<file path="src/rtl/core/flash_block_table_manager_assert.svh">
// assertion macros for the block table manager
`ifndef FLASH_BLOCK_TABLE_MANAGER_ASSERT_SVH
`define FLASH_BLOCK_TABLE_MANAGER_ASSERT_SVH

// antecedent implies consequent in the same cycle
`define FBTM_ASSERT_SAME(label, ante, cons, msg) \
    label: assert property (@(posedge clk) disable iff (!rst_n) (ante) |-> (cons)) \
        else $error(msg);

// antecedent implies consequent in the next cycle
`define FBTM_ASSERT_NEXT(label, ante, cons, msg) \
    label: assert property (@(posedge clk) disable iff (!rst_n) (ante) |=> (cons)) \
        else $error(msg);

`endif

</file>
<file path="src/rtl/core/fbtm_pkg.sv">
`default_nettype none

package fbtm_pkg;

    // table sizes, settled by the fixed field widths
    localparam int LOGICAL_PAGES   = 4096;
    localparam int USER_BLOCKS     = 64;
    localparam int PAGES_PER_BLOCK = 256;

    localparam int MAP_AW   = $clog2(LOGICAL_PAGES);
    localparam int BLK_AW   = $clog2(USER_BLOCKS);
    localparam int CNT_W    = $clog2(PAGES_PER_BLOCK + 1);
    localparam int ERASE_W  = 16;
    localparam int MAP_W    = 15;
    localparam int STATE_W  = 2;

    // map entry layout
    localparam int MAP_VALID_BIT = 14;

    localparam logic [ERASE_W-1:0] ERASE_MAX = 16'hFFFF;

    // block states
    localparam logic [STATE_W-1:0] ST_CLOSED = 2'd0;
    localparam logic [STATE_W-1:0] ST_OPEN   = 2'd1;
    localparam logic [STATE_W-1:0] ST_VICTIM = 2'd2;

    // operation codes
    localparam logic [2:0] MODE_UPDATE = 3'd0;
    localparam logic [2:0] MODE_FREE   = 3'd1;
    localparam logic [2:0] MODE_VICTIM = 3'd2;
    localparam logic [2:0] MODE_OPEN   = 3'd3;
    localparam logic [2:0] MODE_SET    = 3'd4;
    localparam logic [2:0] MODE_FORMAT = 3'd5;

    // datapath command, one per cycle
    typedef enum logic [3:0] {
        OP_NONE,
        OP_CLEAR,
        OP_CAPTURE,
        OP_MAP_RD,
        OP_MAP_CHK,
        OP_OLD_RD,
        OP_OLD_WR,
        OP_NEW_RD,
        OP_NEW_WR,
        OP_SCAN_START,
        OP_SCAN,
        OP_OPEN_RD,
        OP_OPEN_WR,
        OP_SET_WR,
        OP_FMT_WR,
        OP_RESULT
    } dp_op_t;

    // datapath status towards the controller
    typedef struct packed {
        logic [2:0] mode;
        logic       lp_ok;
        logic       busy;
        logic       tgt_ok;
        logic       clr_last;
        logic       blk_last;
    } stat_t;

endpackage

`default_nettype wire

</file>
<file path="src/rtl/core/fbtm_ctrl.sv">
`default_nettype none

module fbtm_ctrl import fbtm_pkg::*; (
    input  wire logic  clk,
    input  wire logic  rst_n,
    input  wire logic  in_valid,
    output logic       in_ready,
    output logic       out_valid,
    input  wire logic  out_ready,
    input  wire stat_t stat,
    output dp_op_t     op
);

    typedef enum logic [3:0] {
        S_CLEAR,
        S_IDLE,
        S_DECODE,
        S_MAP_CHK,
        S_OLD_RD,
        S_OLD_WR,
        S_NEW_RD,
        S_NEW_WR,
        S_SCAN,
        S_DRAIN,
        S_OPEN_WR,
        S_FMT,
        S_DONE
    } state_t;

    state_t state_reg, state_next;
    logic   out_valid_reg, out_valid_next;

    // next state and datapath command
    always_comb
    begin
        state_next     = state_reg;
        out_valid_next = out_valid_reg && !out_ready;
        op             = OP_NONE;
        case (state_reg)
            S_CLEAR:
            begin
                op = OP_CLEAR;
                if (stat.clr_last)
                begin
                    state_next = S_IDLE;
                end
            end
            S_IDLE:
            begin
                if (in_valid)
                begin
                    op         = OP_CAPTURE;
                    state_next = S_DECODE;
                end
            end
            S_DECODE:
            begin
                state_next = S_DONE;
                case (stat.mode)
                    MODE_UPDATE:
                    begin
                        if (stat.lp_ok)
                        begin
                            op         = OP_MAP_RD;
                            state_next = S_MAP_CHK;
                        end
                    end
                    MODE_FREE, MODE_VICTIM:
                    begin
                        op         = OP_SCAN_START;
                        state_next = S_SCAN;
                    end
                    MODE_OPEN:
                    begin
                        if (stat.tgt_ok)
                        begin
                            op         = OP_OPEN_RD;
                            state_next = S_OPEN_WR;
                        end
                    end
                    MODE_SET:
                    begin
                        if (stat.tgt_ok)
                        begin
                            op = OP_SET_WR;
                        end
                    end
                    MODE_FORMAT:
                    begin
                        op         = OP_SCAN_START;
                        state_next = S_FMT;
                    end
                    default:
                    begin
                        op = OP_NONE;
                    end
                endcase
            end
            S_MAP_CHK:
            begin
                op         = OP_MAP_CHK;
                state_next = stat.busy ? S_DONE : S_OLD_RD;
            end
            S_OLD_RD:
            begin
                op         = OP_OLD_RD;
                state_next = S_OLD_WR;
            end
            S_OLD_WR:
            begin
                op         = OP_OLD_WR;
                state_next = S_NEW_RD;
            end
            S_NEW_RD:
            begin
                op         = OP_NEW_RD;
                state_next = S_NEW_WR;
            end
            S_NEW_WR:
            begin
                op         = OP_NEW_WR;
                state_next = S_DONE;
            end
            S_SCAN:
            begin
                op = OP_SCAN;
                if (stat.blk_last)
                begin
                    state_next = S_DRAIN;
                end
            end
            S_DRAIN:
            begin
                // last compare lands this cycle
                state_next = S_DONE;
            end
            S_OPEN_WR:
            begin
                op         = OP_OPEN_WR;
                state_next = S_DONE;
            end
            S_FMT:
            begin
                op = OP_FMT_WR;
                if (stat.blk_last)
                begin
                    state_next = S_DONE;
                end
            end
            S_DONE:
            begin
                if (!out_valid_reg || out_ready)
                begin
                    op             = OP_RESULT;
                    out_valid_next = 1'b1;
                    state_next     = S_IDLE;
                end
            end
            default:
            begin
                state_next = S_IDLE;
            end
        endcase
    end

    // state and registered outputs
    always_ff @(posedge clk or negedge rst_n)
    begin
        if (!rst_n)
        begin
            state_reg     <= S_CLEAR;
            out_valid_reg <= 1'b0;
        end
        else
        begin
            state_reg     <= state_next;
            out_valid_reg <= out_valid_next;
        end
    end

    assign in_ready  = (state_reg == S_IDLE);
    assign out_valid = out_valid_reg;

endmodule

`default_nettype wire

</file>
<file path="config.mk">
export PLATFORM = sky130hd
export DESIGN_NAME = fbtm_ctrl
export DESIGN_NICKNAME = d
export VERILOG_FILES = /design/src/rtl/core/flash_block_table_manager_assert.svh /design/src/rtl/core/fbtm_pkg.sv /design/src/rtl/core/fbtm_ctrl.sv
export SDC_FILE = /design/constraint.sdc
export NUM_CORES = 1
export LEC_CHECK = 0
export BUFFER_PORTS_ARGS = -buffer_cell sky130_fd_sc_hd__buf_2
export CAP_MARGIN = 10
export CORE_UTILIZATION = 35
export DETAILED_ROUTE_END_ITERATION = 10
export GPL_ROUTABILITY_DRIVEN = 0
export GPL_TIMING_DRIVEN = 0
export PLACE_DENSITY_LB_ADDON = 0.1
export RECOVER_POWER = 25
export SYNTH_ARGS = -nofsm -noshare
export SYNTH_HDL_FRONTEND = slang
export SYNTH_SLANG_ARGS = --single-unit
export TNS_END_PERCENT = 100
</file>
<file path="constraint.sdc">
create_clock -name clk -period 1.3 [get_ports clk]
set_input_delay 0.195 -clock clk [delete_from_list [all_inputs] [get_ports clk]]
set_output_delay 0.195 -clock clk [all_outputs]
set_load 0.02 [all_outputs]
</file>
==> Word-level counts from Yosys, hierarchy flattened <==
Cells that the tools add are included.
{ "op_classes": {"addsub": 0, "multipliers": 0, "div_mod_pow": 0, "n_lt_le_gt_ge": 0, "n_eq_ne": 22, "shift": 0, "n_mux": 19, "n_bitwise": 0, "n_reduce_logical": 10} }
{ "ops": {"columns": ["op", "count"], "rows": [
  ["one-hot mux 4 bit (12 select lines)", 1],
  ["one-hot mux 4 bit (11 select lines)", 1],
  ["2-to-1 mux 4 bit", 10],
  ["one-hot mux 4 bit (4 select lines)", 2],
  ["== test 4 bit, second input constant", 5],
  ["== test 4 x 3 -> 1 bit, second input constant", 4],
  ["inequality test 2 bit, second input constant", 5],
  ["== test 4 x 2 -> 1 bit, second input constant", 2],
  ["== test 3 x 2 -> 1 bit, second input constant", 2],
  ["== test 3 bit, second input constant", 2],
  ["OR reduction 3 bit", 2],
  ["AND reduction 5 bit", 1],
  ["== test 4 x 1 -> 1 bit, second input constant", 1],
  ["logical NOT 4 bit", 1],
  ["2-to-1 mux 2 bit", 2],
  ["== test 3 x 1 -> 1 bit, second input constant", 1],
  ["logical NOT 3 bit", 1],
  ["2-to-1 mux 3 bit", 1],
  ["logical NOT 1 bit", 2],
  ["2-to-1 mux 1 bit", 2],
  ["OR reduction 2 bit", 1],
  ["logical AND 1 bit", 1],
  ["logical OR 1 bit", 1]
]} }
{ "totals": {"ff_bits": 5, "latch_bits": 0, "ram_bits": 0, "mem_bits_ro": 0, "inputBits": 12, "word_cells": 53, "mem_count": 0} }

==> Longest topological paths before layout <==
{ "depth": {"word_depth": 4, "depth_mapped": 5, "ltp_nobuf": 4} }

==> Worst setup path after synthesis <==
OpenSTA, ideal clock, no wires.
{ "synth_path": {"path_kind": "flip-flop to output port", "startpoint": "reg state_reg[0]", "endpoint": "out op[3]", "t_arrival_ns": 1.564, "required_ns": 1.105, "path_slack_ns": -0.459, "path_stages_with_launch": 4, "path_cell_list": "dfrtp_1 buf_4 nor2b_1 o311ai_0"} }
{ "synth_via": {"elab_chain_len": 2, "elab_cells_between_ends": 13} }
{ "synth_rtl": {"columns": ["item", "line", "source"], "rows": [
  ["from (decl)", "fbtm_ctrl.sv:30", "state_t state_reg, state_next;"],
  ["from (signal assigned)", "fbtm_ctrl.sv:176", "state_reg <= state_next;"],
  ["== test 4 bit (tied with other cells)", "fbtm_ctrl.sv:39", "case (state_reg)"],
  ["one-hot mux 4 bit (12 select lines) (*)", "fbtm_ctrl.sv:39", null],
  ["to (decl)", "fbtm_ctrl.sv:11", "output dp_op_t op"]
]} }
Every way passes the cells marked *; elsewhere a longest branch is shown, timed or not.

==> Worst setup path in the final report <==
{ "layout_path": {"startpoint": "reg state_reg[0]", "endpoint": "out op[1]"} }
The elaborated chain is that of the path after synthesis.

==> flow_summary_export.csv <==
group,metric,value,unit
synthesis,syn_avg_cell_area,6.92,sq um
sta,skew,0.00536,ns
clock_network,clkTransAtPathRegs,0.04,ns
final_layout,final_layout_size_suffix_gt1_share,56.5,%
sta,slew_headroom,71.6,%
drt,post_drt_wl_per_cell,14.2,um
sta,drv_slew,0,
sta,portion_of_the_clock_cycle_consumed_by_the_worst_path_in_the_final_layout,127,%
synthesis,synth_seq_area_share,19.9,%
final_layout,layout.nets,137,
clock_network,root_buffer,"sky130_fd_sc_hd__clkbuf_4",
final_layout,largest_reg_flops,4,
power_and_ir_drop,netSwitchingPower,1280,uW
global_route,globalRouteMet1Util,34.9,%
global_route,first_pass_grt_wire_length,3490,um
sta,worstMarginPinSlew,0.420,ns
die,core_area,1590,sq um
final_layout,final_cell_area,1110,sq um
drt,first_pass_iters,4,
clock_network,cts_tree,"built",
synthesis,synth_unique_cells,40,
flow_run,maxCapViolations,0,
sta,rsz0062_at_grt,"true",
power_and_ir_drop,power.leakage,0.000455,uW
drt,routed-via-count,852,
sta,final_hold_viol_count,0,
drt,remaining_drc_errors,0,
outcome,run_status,"complete, but fails checks",
drt,finalWirelength,2110,um
die,die_area,1970,sq um
drt,detailed_router_s_first_iteration_violation_count,22,
synthesis,synth_edf_count,0,
outcome,failed_checks,"setup timing",
worst_setup_path,timing_worst_setup_path_type,"reg2out",
synthesis,ys_warn_count,0,
worst_setup_path,timing.critical_path.to_type,"primary output",
global_route,groute.layer.met3.usage,6.94,%
drt,via_density_per_instance,5.76,
clock_network,cts_buffer_depth,2,
global_route,grt_overflow_total,0,
final_layout,area_growth_from_synthesis_to_layout,75.7,%
drt,antenna_violating_nets_post_route,0,
die,fp.dieH,44.4,um
power_and_ir_drop,clkPwrFrac,6.6,%
clock_network,clock_insertion_delay_worst_skew,0.24,ns
placement,detailed_place.area,781,sq um
worst_setup_path,worst-path-max-fanout,7,
worst_hold_path,hp_class,"in2async",
global_route,use_met2,36.5,%
power_and_ir_drop,power.density_cell_area,2460,nW/um^2
final_layout,fillCellCount,121,
global_route,first_global_vias,733,
synthesis,netlist_instances,91,
placement,count_of_input_and_output_buffers,15,
global_route,pin_count_of_the_biggest_net_entering_global_routing,11,
sta,min_cycle_time_layout,1.65,ns
clock_network,cts-buffers-inserted,3,
sta,setup_viol,8,
worst_setup_path,worstSetupStartpointType,"register",
synthesis,postSynth.asyncResetShare,100,%
sta,max_freq,0.604,GHz
die,fp-row-count,14,
synthesis,yosys_register_bits,5,
placement,dpl_worst_slack,-0.289,ns
worst_setup_path,worst-endpoint-arrival,1.46,ns
power_and_ir_drop,power_frac_seq,13.7,%
power_and_ir_drop,p_sw_share,46.9,%
power_and_ir_drop,p_comb_share,79.7,%
global_route,grt-busiest-layer,"met2",
sta,final_critical_path_setup_slack,-0.355,ns
die,i_o_pins,18,
die,die_width,44.4,um
worst_setup_path,critical_path_required,1.11,ns
global_route,antenna_found_initial,0,
synthesis,dominantRegCellSynth,"sky130_fd_sc_hd__dfrtp_1",
die,initial_utilization,39.5,%
clock_network,htree_num_levels,1,
power_and_ir_drop,vdd.ir_drop.worst,0.00139,V
final_layout,diodes,0,
clock_network,cts.sinks,5,
synthesis,postSynthNetCount,103,
synthesis,synth.cell_area,629,sq um
power_and_ir_drop,power_report.internal_total,1450,uW
placement,post-dp-hpwl,1380,um
global_route,track_usage,24.2,%
Yosys cell counts, drive strengths merged, types with 2 or more instances:
cell | n | area [sq um]
nor2 | 11 | 41.3
o31ai | 2 | 15.0
buf | 5 | 42.5
nand2 | 13 | 48.8
o21ai | 9 | 45.0
a32o | 2 | 20.0
o311ai | 2 | 17.5
a31oi | 2 | 12.5
nor2b | 3 | 18.8
dfrtp | 5 | 125
a21oi | 4 | 20.0
inv | 6 | 22.5
clkbuf | 2 | 7.51
nand3 | 3 | 15.0
routing by layer:
| metal | vias up | wire length, um |
|---|---|---|
| li1 | 412 | - |
| met5 | - | 0 |
| met2 | 34 | 983 |
| met3 | 0 | 128 |
| met4 | 0 | 0 |
| met1 | 406 | 996 |
placed cells by master (no fill, tap or decap), types with 4 or more instances in the layout:
cell / synthesis / final
sky130_fd_sc_hd__dfrtp_2: 0 / 5
sky130_fd_sc_hd__o21ai_0: 9 / 4
sky130_fd_sc_hd__buf_6: 2 / 7
sky130_fd_sc_hd__buf_4: 2 / 13
sky130_fd_sc_hd__nor2_1: 11 / 7
sky130_fd_sc_hd__buf_2: 1 / 10
sky130_fd_sc_hd__nand2_1: 13 / 11
critical path, stage by stage, from the launching register on:
cell and delay, ns:
sky130_fd_sc_hd__dfrtp_2 0.44, sky130_fd_sc_hd__buf_8 0.16, sky130_fd_sc_hd__nor2b_4 0.14, sky130_fd_sc_hd__a211oi_2 0.22, sky130_fd_sc_hd__o22ai_2 0.11, sky130_fd_sc_hd__buf_6 0.15
timing repair:
item	4_1_cts	5_1_grt
hold buffers	1	0
setup buffers	6	8
endpoints found under the setup margin	9	9
pin swaps	11	9
endpoints found under the hold margin	5	0
gates resized for setup	42	19
stage by stage:
step | power, uW | hold WS [ns] | instances | utilization, % | TNS (ns)
after CTS | 2410 | 0.288 | 141 | 62.8 | -2.02
after global routing | 2910 | 0.355 | 148 | 69.4 | -2.42
after detailed placement | 1610 | 0.0130 | 130 | 49.0 | -1.15
after floorplan | 1290 | -0.101 | 91 | - | -0.0746
after global placement | 1600 | 0.00755 | 130 | 49.0 | -1.12
final | 2730 | 0.318 | 148 | 69.4 | -1.94
power by group through the flow:
stage / Sequential (uW) / Combinational (uW) / Clock, uW
6_report: 373 / 2170 / 179
5_1_grt: 382 / 2320 / 205
4_1_cts: 355 / 1870 / 186
3_5_place_dp: 316 / 1290 / 0
3_3_place_gp: 313 / 1290 / 0
2_1_floorplan: 304 / 984 / 0
kinds of logic after synthesis:
family / synth area share (%)
flip-flops: 19.9
AO/OA/AOI/OAI: 37.0
AND/OR/NAND/NOR: 30.2
XOR/XNOR: 1.39
buffers and inverters: 11.5
cell type report:
| type | count | area [sq um] | area share (%) |
|---|---|---|---|
| flip-flops and latches | 5 | 131 | 11.9 |
| clock buffers | 4 | 26.3 | 2.38 |
| inverters | 6 | 37.5 | 3.39 |
| well taps | 24 | 30.0 | 2.71 |
| multi-input cells | 73 | 582 | 52.6 |
| plain buffers | 7 | 86.3 | 7.81 |
| repair buffers | 29 | 213 | 19.2 |
worst paths after layout:
path | from | to | slack [ns] | cells past startpoint
worst max-delay path | state_reg[0] | op[1] | -0.35 | 5
worst min-delay path | rst_n | out_valid | 0.32 | 2
worst max register to register | state_reg[1] | state_reg[2] | -0.17 | 3
max in group asynchronous | rst_n | state_reg[0] | 0.76 | 2
min in group clk | stat[1] | state_reg[0] | 0.36 | 4
worst min register to register | out_valid | out_valid | 0.61 | 2
Note: power is estimated with default switching activity, not from simulation.
